`config.mk`:
```
export PLATFORM = sky130hd
export DESIGN_NAME = gpfw_ctrl
export DESIGN_NICKNAME = d
export VERILOG_FILES = /design/src/rtl/gpfw_pkg.sv /design/src/rtl/gpfw_ctrl.sv
export SDC_FILE = /design/constraint.sdc
export NUM_CORES = 1
export LEC_CHECK = 0
export BUFFER_PORTS_ARGS = -buffer_cell sky130_fd_sc_hd__buf_2
export CAP_MARGIN = 20
export CORE_AREA = 5 5 42 44
export CTS_BUF_LIST = sky130_fd_sc_hd__clkbuf_8
export CTS_CLUSTER_DIAMETER = 30
export DETAILED_ROUTE_END_ITERATION = 7
export DIE_AREA = 0 0 47 49
export PLACE_DENSITY = 0.59
export SLEW_MARGIN = 20
export SYNTH_ARGS = -nofsm -noshare
export SYNTH_HDL_FRONTEND = slang
export SYNTH_SLANG_ARGS = --single-unit
```
`constraint.sdc`:
```
create_clock -name aclk -period 1.5 [get_ports aclk]
set_input_delay 0.15 -clock aclk [delete_from_list [all_inputs] [get_ports aclk]]
set_output_delay 0.15 -clock aclk [all_outputs]
set_load 0.05 [all_outputs]
```
`src/rtl/gpfw_pkg.sv`:
```
// shared types, constants and glyph font for the glyph page framebuffer writer
package gpfw_pkg;

    // default geometry of the display store
    localparam int PAGE_COUNT_DEF   = 8;
    localparam int COLUMN_COUNT_DEF = 128;

    // fixed geometry of glyphs and flush blocks
    localparam int BLOCK_BYTES = 16;
    localparam int GLYPH_WIDTH = 5;
    localparam int BYTE_IDX_W  = $clog2(BLOCK_BYTES);

    // bus constants
    localparam logic [6:0] DEV_ADDR_RESET = 7'h3C;
    localparam logic [7:0] CMD_PAGE_BASE  = 8'hB0;
    localparam logic [7:0] CMD_COL_LOW    = 8'h00;
    localparam logic [7:0] CMD_COL_HIGH   = 8'h10;

    // request command codes
    localparam logic [1:0] OP_CLEAR  = 2'd0;
    localparam logic [1:0] OP_CURSOR = 2'd1;
    localparam logic [1:0] OP_PUT    = 2'd2;
    localparam logic [1:0] OP_FLUSH  = 2'd3;

    // index of the command transaction within a flush header
    localparam logic [1:0] HDR_PAGE     = 2'd0;
    localparam logic [1:0] HDR_COL_LOW  = 2'd1;
    localparam logic [1:0] HDR_COL_HIGH = 2'd2;

    // controller states
    typedef enum logic [2:0] {
        ST_CLEAR,
        ST_IDLE,
        ST_DRAW,
        ST_HDR,
        ST_READ,
        ST_WAIT,
        ST_EMIT
    } fsm_state_t;

    // controller to datapath commands
    typedef struct packed {
        logic clr_step;
        logic latch;
        logic set_cursor;
        logic draw_step;
        logic flush_start;
        logic hdr_load;
        logic rd_step;
        logic data_load;
    } ctrl_cmd_t;

    // datapath to controller status
    typedef struct packed {
        logic clr_done;
        logic draw_ok;
        logic draw_last;
        logic page_ok;
        logic hdr_last;
        logic byte_last;
        logic blk_last;
        logic out_free;
    } dp_status_t;

    // one column byte of the 5x7 font, after folding lower case to upper
    function automatic logic [7:0] glyph_column(input logic [7:0] ch, input logic [2:0] idx);
        logic [7:0]  up;
        logic [39:0] g;
        up = ch;
        if (ch >= 8'h61 && ch <= 8'h7A) begin
            up = ch - 8'h20;
        end
        // column 0 sits in bits 7:0
        case (up)
            8'h30: g = 40'h3E_45_49_51_3E;
            8'h31: g = 40'h00_40_7F_42_00;
            8'h32: g = 40'h46_49_49_51_62;
            8'h33: g = 40'h36_49_49_49_22;
            8'h34: g = 40'h10_7F_12_14_18;
            8'h35: g = 40'h31_49_49_49_2F;
            8'h36: g = 40'h32_49_49_49_3E;
            8'h37: g = 40'h03_05_09_71_01;
            8'h38: g = 40'h36_49_49_49_36;
            8'h39: g = 40'h3E_49_49_49_26;
            8'h41: g = 40'h7E_11_11_11_7E;
            8'h42: g = 40'h36_49_49_49_7F;
            8'h43: g = 40'h22_41_41_41_3E;
            8'h44: g = 40'h1C_22_41_41_7F;
            8'h45: g = 40'h41_49_49_49_7F;
            8'h46: g = 40'h01_09_09_09_7F;
            8'h47: g = 40'h7A_49_49_41_3E;
            8'h48: g = 40'h7F_08_08_08_7F;
            8'h49: g = 40'h00_41_7F_41_00;
            8'h4A: g = 40'h01_3F_41_40_20;
            8'h4B: g = 40'h41_22_14_08_7F;
            8'h4C: g = 40'h40_40_40_40_7F;
            8'h4D: g = 40'h7F_02_0C_02_7F;
            8'h4E: g = 40'h7F_10_08_04_7F;
            8'h4F: g = 40'h3E_41_41_41_3E;
            8'h50: g = 40'h06_09_09_09_7F;
            8'h51: g = 40'h5E_21_51_41_3E;
            8'h52: g = 40'h46_29_19_09_7F;
            8'h53: g = 40'h31_49_49_49_46;
            8'h54: g = 40'h01_01_7F_01_01;
            8'h55: g = 40'h3F_40_40_40_3F;
            8'h56: g = 40'h1F_20_40_20_1F;
            8'h57: g = 40'h7F_20_18_20_7F;
            8'h58: g = 40'h63_14_08_14_63;
            8'h59: g = 40'h07_08_70_08_07;
            8'h5A: g = 40'h43_45_49_51_61;
            8'h3A: g = 40'h00_00_36_36_00;
            8'h2E: g = 40'h00_00_60_40_00;
            8'h2D: g = 40'h08_08_08_08_08;
            8'h2F: g = 40'h02_04_08_10_20;
            8'h2B: g = 40'h08_08_3E_08_08;
            default: g = 40'h0;
        endcase
        case (idx)
            3'd0:    glyph_column = g[7:0];
            3'd1:    glyph_column = g[15:8];
            3'd2:    glyph_column = g[23:16];
            3'd3:    glyph_column = g[31:24];
            3'd4:    glyph_column = g[39:32];
            default: glyph_column = 8'h00;
        endcase
    endfunction

endpackage

```
`src/rtl/gpfw_ctrl.sv`:
```
// controller state machine sequencing clear, draw and flush
module gpfw_ctrl (
    input  logic                aclk,
    input  logic                aresetn,
    input  logic                s_valid,
    output logic                s_ready,
    input  logic [1:0]          s_command,
    input  gpfw_pkg::dp_status_t sts,
    output gpfw_pkg::ctrl_cmd_t  cmd
);
    import gpfw_pkg::*;

    fsm_state_t state_reg;
    fsm_state_t state_next;

    // state register, reset starts the clearing pass
    always_ff @(posedge aclk) begin
        if (!aresetn) begin
            state_reg <= ST_CLEAR;
        end else begin
            state_reg <= state_next;
        end
    end

    // next state and commands
    always_comb begin
        state_next = state_reg;
        cmd        = '0;
        s_ready    = 1'b0;
        case (state_reg)
            ST_CLEAR: begin
                cmd.clr_step = 1'b1;
                if (sts.clr_done) begin
                    state_next = ST_IDLE;
                end
            end
            ST_IDLE: begin
                s_ready = 1'b1;
                if (s_valid) begin
                    cmd.latch = 1'b1;
                    case (s_command)
                        OP_CLEAR: begin
                            state_next = ST_CLEAR;
                        end
                        OP_CURSOR: begin
                            cmd.set_cursor = 1'b1;
                        end
                        OP_PUT: begin
                            if (sts.draw_ok) begin
                                state_next = ST_DRAW;
                            end
                        end
                        OP_FLUSH: begin
                            if (sts.page_ok) begin
                                cmd.flush_start = 1'b1;
                                state_next      = ST_HDR;
                            end
                        end
                        default: begin
                            state_next = ST_IDLE;
                        end
                    endcase
                end
            end
            ST_DRAW: begin
                cmd.draw_step = 1'b1;
                if (sts.draw_last) begin
                    state_next = ST_IDLE;
                end
            end
            ST_HDR: begin
                if (sts.out_free) begin
                    cmd.hdr_load = 1'b1;
                    if (sts.hdr_last) begin
                        state_next = ST_READ;
                    end
                end
            end
            ST_READ: begin
                cmd.rd_step = 1'b1;
                if (sts.byte_last) begin
                    state_next = ST_WAIT;
                end
            end
            ST_WAIT: begin
                state_next = ST_EMIT;
            end
            ST_EMIT: begin
                if (sts.out_free) begin
                    cmd.data_load = 1'b1;
                    state_next    = sts.blk_last ? ST_IDLE : ST_READ;
                end
            end
            default: begin
                state_next = ST_IDLE;
            end
        endcase
    end

    // store port is used by at most one operation per cycle
    a_one_store_op: assert property (@(posedge aclk) disable iff (!aresetn)
        $onehot0({cmd.clr_step, cmd.draw_step, cmd.rd_step}))
        else $error("store used by more than one operation");

    // no request is taken during the clearing pass
    a_no_accept_clear: assert property (@(posedge aclk) disable iff (!aresetn)
        (state_reg == ST_CLEAR) |-> !s_ready)
        else $error("request taken while clearing");

    // output register is only loaded when it can take a transaction
    a_load_free: assert property (@(posedge aclk) disable iff (!aresetn)
        (cmd.hdr_load || cmd.data_load) |-> sts.out_free)
        else $error("output register overwritten");

    // an in-range put character starts drawing in the next cycle
    a_put_draws: assert property (@(posedge aclk) disable iff (!aresetn)
        (s_valid && s_ready && s_command == OP_PUT && sts.draw_ok)
            |=> (state_reg == ST_DRAW))
        else $error("put character did not start drawing");

endmodule

```
==> flow_metrics.env, run 1 <==
export IMPL_path_cells="nand2b_4 -> nor2_4 -> nand2_1 -> buf_4 -> clkinvlp_4 -> buf_4"
export IMPL_tns_ps=0
export IMPL_die_area_um2=2300
export IMPL_ant_nets=0
export IMPL_wl_per_cell_um=10.5
export IMPL_start_util_pct=21.7
export IMPL_antennaDiodeCount=0
export IMPL_postCtsSetupRepairBufs=0
export IMPL_cts_root_buffer="clkbuf_8"
export IMPL_synth_edf_count=0
export IMPL_grt_pass1_vias=387
export IMPL_synthAdderAreaFrac_pct=0
export IMPL_drc=0
export IMPL_grt_overflow=0
export IMPL_hold_buffers=0
export IMPL_htree_levels=1
export IMPL_clk_pin_slew_worst_paths_ps=30
export IMPL_die_h_um=49
export IMPL_synth_mux_area_share_pct=3.70
export IMPL_syn_instance_count=45
export IMPL_stdcell_area_um2=583
export IMPL_path_common_cell="buf_4"
export IMPL_cts_tree="done"
export IMPL_port_buffers=21
export IMPL_detail_route_first_pass_iterations=4
export IMPL_p_leak_nw=0.278
export IMPL_peakVddDrop_mv=0.679
export IMPL_cp_num_buf_inv=3
export IMPL_syn_area_um2=304
export IMPL_fp_dieW_um=47
export IMPL_grt_antenna_before_repair=0
export IMPL_maxClockFrequency_mhz=697
export IMPL_cp_slowest_cell="dfxtp_1"
export IMPL_syn_avg_cell_area_um2=6.76
export IMPL_clock_sinks=3
export IMPL_synthesis_nets=58
export IMPL_clock_path_buffers=2
export IMPL_grt_pass1_wl_mm=1.55
export IMPL_hold_path_class="primary input to flip-flop"
export IMPL_setup_violations=0
export IMPL_skew_ps=0.681
export IMPL_synth_main_ff_cell="dfxtp_1"
export IMPL_fin_util_pct=41.6
export IMPL_nNetsFinal=87
export IMPL_first_iter_violations=2
export IMPL_synthXorXnorAreaFrac_pct=0
export IMPL_synthSimpleGateAreaFrac_pct=44.9
export IMPL_critPathKind="flip-flop to output pin"
export IMPL_synthArstFlopShare_pct=0
export IMPL_min_period_ps=1430
export IMPL_cp_data_required_time_ps=1350
export IMPL_grt_start_max_net_pins=13
export IMPL_core_um2=1400
export IMPL_numCtsBuffers=3
export IMPL_setup_worst_path_start_class="flip-flop"
export IMPL_final_layout_size_suffix_gt1_share_pct=58.9
export IMPL_ys_seq_area_share_pct=19.8
export IMPL_cp_arrival_ps=1280
export IMPL_end_kind="output pin"
export IMPL_area_delta_synth_final_pct=91.8
export IMPL_grtUsageTotal_pct=9.01
export IMPL_run_status="finished, final reports clean"
export IMPL_crit_fanout=4
export IMPL_drv_cap=0
export IMPL_vias=411
export IMPL_io_pins=22
export IMPL_synth_cell_types=25
export IMPL_synth_compound_area_share_pct=25.1
export IMPL_wl_um=937
export IMPL_power_density_nw_per_um2=772
export IMPL_yosys_warnings=0
export IMPL_viasPerCell=4.62
export IMPL_crit_family="buffers and inverters"
export IMPL_place_hpwl_um=780
export IMPL_slew_viol_final=0
export IMPL_place_area_um2=504
export IMPL_place_congestion=0.781
export IMPL_maxSlewHeadroom_pct=74.9
export IMPL_worst_slew_pin_slew_ps=376
export IMPL_hold_violations=0
export IMPL_largest_reg_flops=3
export IMPL_post_route_period_util_pct=95.7
export IMPL_synth_top_family_by_area="simple AND/OR/NAND/NOR gates"
export IMPL_synth_seq_cells=3
export IMPL_max_stage_delay_ps=300
export IMPL_clk_latency_ps=210
export IMPL_rows=14
==> per-stage QoR <==
| step | cells | hold WS [ps] | power (W) | worst slack [ps] |
|---|---|---|---|---|
| after CTS | 89 | 166 | 0.000450 | 3.98 |
| final | 89 | 166 | 0.000450 | 65.2 |
| after global placement | 85 | 382 | 0.000215 | 92.3 |
| after floorplan | 45 | 266 | 0.000173 | -245 |
| after global routing | 89 | 168 | 0.000485 | -1.64 |
| after detailed placement | 85 | 394 | 0.000216 | 66.3 |
==> power breakdown <==
group	switching, W	internal (W)	total (W)
Sequential	0.00000445	0.0000844	0.0000888
Combinational	0.0000801	0.0000558	0.000136
Clock	0.0000515	0.000174	0.000226
Total	0.000136	0.000314	0.000450
==> final cells by class <==
cell class | count | area, um2
multi-input combinational | 37 | 275
tap | 16 | 20.0
fill | 155 | 818
sequential | 3 | 62.6
inverter | 2 | 11.3
clock buffer | 3 | 41.3
clock inverter | 1 | 3.75
timing repair buffer | 27 | 169
==> layout by cell type (no fill, tap or decap) <==
master and count:
and4b_1 1, nor3b_2 1, nor2b_1 1, nor2_4 2, nand4_2 1, a311o_1 1, o31ai_2 1, buf_2 18
inv_1 2, nor2_1 3, clkbuf_8 3, nor3_2 1, dfxtp_1 1, o32ai_1 1, a21boi_1 1, nand2_1 6
nor3b_4 1, o21ai_0 3, nor2_2 1, a41o_1 1, or3b_1 1, a21oi_1 1, buf_6 3, dfxtp_2 2
and2_1 2, a31oi_1 1, buf_4 6, nand3_1 3, mux2_2 1, o22ai_1 1, nand2b_4 1, clkinvlp_4 1
==> worst min-delay path, delay by kind of cell <==
family | cells | cell delay (ps)
buffers and inverters | 1 | 110
AND/OR/NAND/NOR | 1 | 50
AO/OA/AOI/OAI | 1 | 30
==> cells in the mapped netlist (all sizes together), types with 2 or more instances <==
| cell type | n | area share [%] |
|---|---|---|
| nand2 | 6 | 7.4 |
| nor2 | 6 | 7.4 |
| dfxtp | 3 | 20 |
| nand3 | 3 | 4.9 |
| o21ai | 3 | 4.9 |
| and2 | 2 | 4.1 |
| clkbuf | 2 | 2.5 |
| inv | 2 | 2.5 |
| nor3b | 2 | 4.9 |
==> repair_timing <==
action                                  4_1_cts  5_1_grt
endpoints found under the setup margin        3        4
hold endpoints to repair                      0        0
resized for setup                             7        4
gates cloned                                  0        0
pin swaps                                     0        2
==> kinds of logic (layout without fill, tap and decap cells) <==
family | count (synthesis) | after routing
and+or+nand+nor | 25 | 25
AOI/OAI and AO/OA | 11 | 11
DFF | 3 | 3
muxes | 1 | 1
buffers and inverters | 5 | 33
==> path summary, 6_finish.rpt <==
path / start / endpoint / depth (start not counted) / slack, ps
max: state_reg[1] / cmd[6] / 6 / 70
min: aresetn / state_reg[2] / 3 / 170
max reg2reg: state_reg[2] / state_reg[0] / 5 / 110
min reg2reg: state_reg[1] / state_reg[2] / 2 / 610
==> layer usage <==
metal  up-vias  track usage, %  share of wire, %
li1        220               -                 -
met1       174            11.8                44
met2        17            12.7                47
met3         0            2.21               9.5
met4         0            5.53                 0
met5         -               0                 0
Note: power is estimated with default switching activity, not from simulation.
==> inputs of run 2 (changes only) <==
--- a/config.mk
+++ b/config.mk
@@ -13,6 +13,7 @@
 export DETAILED_ROUTE_END_ITERATION = 7
 export DIE_AREA = 0 0 47 49
 export PLACE_DENSITY = 0.59
+export SETUP_SLACK_MARGIN = 0.3
 export SLEW_MARGIN = 20
 export SYNTH_ARGS = -nofsm -noshare
 export SYNTH_HDL_FRONTEND = slang
==> constraint.sdc (replaced) <==
create_clock -name aclk -period 1.5 [get_ports aclk]
set_input_delay 0.15 -clock aclk [delete_from_list [all_inputs] [get_ports aclk]]
set_output_delay 0.15 -clock aclk [all_outputs]
set_load 0.01 [all_outputs]
==> run 2 against run 1 <==
  * Flip-flop and latch count unchanged
  * Combinational power about the same
  * First-iteration DRC count up 50%
  * Utilization up 5.8 points
  * Non-clock buffer count up 8
  * Maximum frequency up 6.2%
  * Sequential share of layout area down 0.37 points
  * Count of clock-buffer cells in the layout unchanged
  * Die area unchanged
  * Clock power about the same
  * Clock skew down 0.59 ps
  * Critical endpoint is now cmd[5]
  * Largest cell class unchanged
==> flow_metrics.env, run 2 (synthesized netlist as in run 1, its figures left out) <==
export IMPL_run_status="finished, final reports clean"
export IMPL_worst_slew_pin_slew_ps=360
export IMPL_hold_start="aresetn"
export IMPL_area_delta_synth_final_pct=119
export IMPL_hold_path_class="primary input to flip-flop"
export IMPL_layout_commonest_cell="buf_2"
export IMPL_core_um2=1400
export IMPL_detail_route_first_pass_iterations=3
export IMPL_r2r_start="state_reg[0]"
export IMPL_end_kind="output pin"
export IMPL_vias=443
export IMPL_clk_latency_ps=210
export IMPL_path_cells="buf_4 -> nand2b_4 -> nor2_4 -> nand2_2 -> nor3b_2 -> buf_2"
export IMPL_numCtsBuffers=3
export IMPL_finalPower_w=0.000448
export IMPL_rr_worst_depth=5
export IMPL_fillCellCount=139
export IMPL_pre_cts_ws_ps=74.8
export IMPL_maxClockFrequency_mhz=740
export IMPL_setup_violations=0
export IMPL_clock_path_buffers=2
export IMPL_power_density_nw_per_um2=674
export IMPL_fp_dieW_um=47
export IMPL_wl_mm=1.11
export IMPL_cts_root_buffer="clkbuf_8"
export IMPL_peakVddDrop_mv=0.461
export IMPL_tns_ps=0
export IMPL_viasPerCell=4.57
export IMPL_maxSlewHeadroom_pct=75.9
export IMPL_nNetsFinal=95
export IMPL_die_area_um2=2300
export IMPL_setup_slack_ps=149
export IMPL_ff2ff_setup_slack_ps=150
export IMPL_reg2reg_to="state_reg[0]"
export IMPL_cts_tree="done"
export IMPL_htree_levels=1
export IMPL_max_stage_delay_ps=370
export IMPL_cp_num_buf_inv=2
export IMPL_final_cell_mix="buf_2 (21), buf_4 (11), nand2_1 (5)"
export IMPL_grt_pass1_vias=387
export IMPL_clk_pin_slew_worst_paths_ps=30
export IMPL_cp_arrival_ps=1200
export IMPL_hold_buffers=0
export IMPL_crit_family="flip-flops"
export IMPL_die_h_um=49
export IMPL_crit_fanout=6
export IMPL_port_buffers=21
export IMPL_ant_nets=0
export IMPL_min_period_ps=1350
export IMPL_p_leak_nw=0.335
export IMPL_grt_pass1_wl_mm=1.57
export IMPL_cp_data_required_time_ps=1350
export IMPL_worst_hold_slack_ps=181
export IMPL_largest_reg_flops=3
export IMPL_final_layout_size_suffix_gt1_share_pct=67.9
export IMPL_grtUsageTotal_pct=9.15
export IMPL_drv_cap=0
export IMPL_clock_sinks=3
export IMPL_grt_antenna_before_repair=0
export IMPL_critPathKind="flip-flop to output pin"
export IMPL_slew_viol_final=0
export IMPL_antennaDiodeCount=0
export IMPL_worstHoldEndpoint="state_reg[1]"
export IMPL_setup_worst_path_start_class="flip-flop"
export IMPL_place_congestion=0.725
export IMPL_hold_depth=2
export IMPL_skew_ps=0.0898
export IMPL_wl_per_cell_um=11.4
export IMPL_rsz0062_at_grt="yes"
export IMPL_place_hpwl_um=763
export IMPL_multi_input_area_um2=302
export IMPL_first_iter_violations=3
export IMPL_io_pins=22
export IMPL_hold_violations=0
export IMPL_cp_slowest_cell="dfxtp_4"
export IMPL_drc=0
export IMPL_start_util_pct=21.7
export IMPL_grt_overflow=0
export IMPL_rows=14
export IMPL_seq_area_um2=68.8
export IMPL_post_route_period_util_pct=90.1
export IMPL_grt_start_max_net_pins=14
-- run 2: how the worst max path moves through the flow --
stage                       startpoint            to  slack, ps  depth (start not counted)
after floorplan           state_reg[0]  state_reg[0]        210                          5
after CTS                 state_reg[0]  state_reg[0]        140                          5
after detailed placement  state_reg[0]  state_reg[0]         70                          5
after global routing      state_reg[0]  state_reg[0]         80                          5
final                     state_reg[0]        cmd[5]        150                          6
after global placement    state_reg[0]  state_reg[0]        110                          5
-- run 2: power by group --
group	total [W]	switching [W]	leakage [nW]	internal, W
sequential	0.0000881	0.00000547	0.0264	0.0000826
combinational	0.000135	0.0000624	0.282	0.0000730
clock	0.000225	0.0000506	0.0269	0.000174
-- run 2: layout make-up --
class,count,area share [%]
Clock buffer,3,6.21
Clock inverter,1,0.565
Inverter,2,1.13
Multi-Input combinational cell,37,45.4
Sequential cell,3,10.4
Tap cell,16,3.01
Timing Repair Buffer,35,33.3
-- run 2: repair_timing --
| item | in CTS | in global routing |
|---|---|---|
| setup endpoints to repair | 11 | 12 |
| gates cloned | 0 | 1 |
| setup buffers | 5 | 5 |
| pin swaps | 4 | 7 |
| resized for setup | 10 | 14 |
-- run 2: worst register-to-register path: stages, from the launching register on --
cell and delay, ps:
dfxtp_4 350, or3b_4 380, nand4_4 80, o31ai_2 80, a311o_1 270, a21boi_1 110
-- run 2: through the flow --
| step | utilization, % | area, um2 | cells |
|---|---|---|---|
| global route | 47.4 | 664 | 97 |
| CTS | 40.3 | 564 | 91 |
| detailed placement | 32.1 | 449 | 82 |
| finish | 47.4 | 664 | 97 |
| floorplan | - | 314 | 45 |
| global placement | 32.1 | 449 | 82 |
-- run 2: routing by layer --
metal	wire length [um]	up-vias	track usage (%)
met2	574	11	15.8
met4	0	0	4.15
met5	0	-	0
li1	-	233	-
met3	73	0	1.48
met1	461	199	10.3
==> inputs of run 3 (changes only) <==
--- a/config.mk
+++ b/config.mk
@@ -5,13 +5,13 @@
 export SDC_FILE = /design/constraint.sdc
 export NUM_CORES = 1
 export LEC_CHECK = 0
-export BUFFER_PORTS_ARGS = -buffer_cell sky130_fd_sc_hd__buf_2
+export BUFFER_PORTS_ARGS = -buffer_cell sky130_fd_sc_hd__buf_4
 export CAP_MARGIN = 20
-export CORE_AREA = 5 5 42 44
+export CORE_AREA = 8 8 45 47
 export CTS_BUF_LIST = sky130_fd_sc_hd__clkbuf_8
 export CTS_CLUSTER_DIAMETER = 30
 export DETAILED_ROUTE_END_ITERATION = 7
-export DIE_AREA = 0 0 47 49
+export DIE_AREA = 0 0 53 55
 export PLACE_DENSITY = 0.59
 export SETUP_SLACK_MARGIN = 0.3
 export SLEW_MARGIN = 20
==> run 3 against run 2 <==
  * Worst hold slack lost 12 ps
  * Critical path type is now flip-flop to flip-flop
  * Final area fell by 6.6%
  * Utilization decreased by 2.6 points
  * Non-clock buffer count down 8
  * First-iteration DRC count grew to 4.3 times the previous value
  * Count of clock-buffer cells in the layout unchanged
  * Maximum frequency decreased by 0.60%
  * Clock power down 2%
==> flow_metrics.env, run 3 (synthesized netlist as in run 1, its figures left out) <==
export IMPL_run_status="finished, final reports clean"
export IMPL_crit_fanout=5
export IMPL_instances_no_fill=89
export IMPL_cts_root_buffer="clkbuf_8"
export IMPL_die_h_um=55
export IMPL_grt_pass1_vias=424
export IMPL_fillCellCount=151
export IMPL_peakVddDrop_mv=0.573
export IMPL_placed_cells=82
export IMPL_numCtsBuffers=3
export IMPL_slew_viol_final=0
export IMPL_clock_sinks=3
export IMPL_grtUsageTotal_pct=8.02
export IMPL_first_iter_violations=13
export IMPL_clk_latency_ps=210
export IMPL_largest_reg_flops=3
export IMPL_grt_met3_usage_pct=2.94
export IMPL_ant_nets=0
export IMPL_setup_worst_path_start_class="flip-flop"
export IMPL_maxClockFrequency_mhz=736
export IMPL_critPathLaunch="state_reg[0]"
export IMPL_htree_levels=1
export IMPL_hold_start="aresetn"
export IMPL_clock_path_buffers=2
export IMPL_rsz0062_at_grt="yes"
export IMPL_drc=0
export IMPL_min_period_ps=1360
export IMPL_tns_ps=0
export IMPL_grt_antenna_before_repair=0
export IMPL_wl_mm=1.10
export IMPL_fin_util_pct=44.8
export IMPL_io_pins=22
export IMPL_busiest_layer="met2"
export IMPL_layout_commonest_cell="buf_4"
export IMPL_r2r_start="state_reg[0]"
export IMPL_grt_overflow=0
export IMPL_cts_tree="done"
export IMPL_start_util_pct=22.0
export IMPL_use_met1_pct=8.64
export IMPL_place_congestion=0.832
export IMPL_area_delta_synth_final_pct=104
export IMPL_drv_cap=0
export IMPL_maxSlewHeadroom_pct=73.1
export IMPL_detail_route_first_pass_iterations=4
export IMPL_final_cell_mix="buf_4 (25), nand2_1 (5), nor2_1 (4)"
export IMPL_core_um2=1380
export IMPL_p_leak_nw=0.294
export IMPL_nNetsFinal=87
export IMPL_worst_hold_slack_ps=169
export IMPL_antennaDiodeCount=0
export IMPL_vias=430
export IMPL_critPathKind="flip-flop to flip-flop"
export IMPL_fp_dieW_um=53
export IMPL_grt_start_max_net_pins=14
export IMPL_power_density_nw_per_um2=699
export IMPL_skew_ps=0.729
export IMPL_final_layout_size_suffix_gt1_share_pct=56.2
export IMPL_hold_path_class="primary input to flip-flop"
export IMPL_hold_violations=0
export IMPL_clk_pin_slew_worst_paths_ps=30
export IMPL_cp_data_required_time_ps=1630
export IMPL_use_met2_pct=14.8
export IMPL_die_area_um2=2920
export IMPL_setup_violations=0
export IMPL_end_kind="flip-flop"
export IMPL_rows=14
export IMPL_viasPerCell=4.83
export IMPL_port_buffers=21
export IMPL_cp_arrival_ps=1490
export IMPL_grt_pass1_wl_mm=1.84
export IMPL_wl_per_cell_um=12.3
export IMPL_post_route_period_util_pct=90.6
export IMPL_worst_slew_pin_slew_ps=402
export IMPL_place_area_um2=502
export IMPL_stdcell_area_um2=621
==> run 3: critical path: stages (launching register included) <==
cell and delay [ps]:
dfxtp_4 360, or3b_4 380, nand4_4 80, o31ai_2 80, a311o_1 270, a21boi_1 110
==> run 3: final cells by class <==
type	count	area (um2)	share of cell area, %
Inverter	2	7.51	1.21
Tap cell	16	20.0	3.23
Timing Repair Buffer	27	210	33.9
Sequential cell	3	67.6	10.9
Clock inverter	1	3.75	0.605
Multi-Input combinational cell	37	270	43.5
Clock buffer	3	41.3	6.65
==> run 3: report_power, final <==
| group | internal, W | switching, W | leakage (nW) |
|---|---|---|---|
| Clock | 0.000174 | 0.0000476 | 0.0269 |
| Sequential | 0.0000827 | 0.00000648 | 0.0258 |
| Combinational | 0.0000702 | 0.0000531 | 0.241 |
| Total | 0.000327 | 0.000107 | 0.294 |
==> run 3: metal layers <==
| metal | routed length [um] | vias up |
|---|---|---|
| li1 | - | 221 |
| met1 | 458 | 196 |
| met2 | 565 | 13 |
| met3 | 73 | 0 |
| met4 | 0 | 0 |
| met5 | 0 | - |
==> run 3: metrics by stage <==
| stage | total power [W] | setup WS, ps |
|---|---|---|
| after floorplan | 0.000138 | 211 |
| after global placement | 0.000192 | 173 |
| after detailed placement | 0.000192 | 140 |
| after CTS | 0.000430 | 164 |
| after global routing | 0.000466 | 89.9 |
| final | 0.000434 | 141 |
==> run 3: path summary, 6_finish.rpt <==
check                 end  slack [ps]  cells past startpoint
max          state_reg[0]         140                      5
min          state_reg[1]         170                      2
max reg2reg  state_reg[0]         140                      5
min reg2reg  state_reg[2]         480                      1
==> run 3: what timing repair did <==
action                     CTS  global route
setup buffers                2             1
pin swaps                    3             0
cloned                       0             0
setup endpoints to repair    9            11
resized for setup            8             7
hold buffers                 0             0
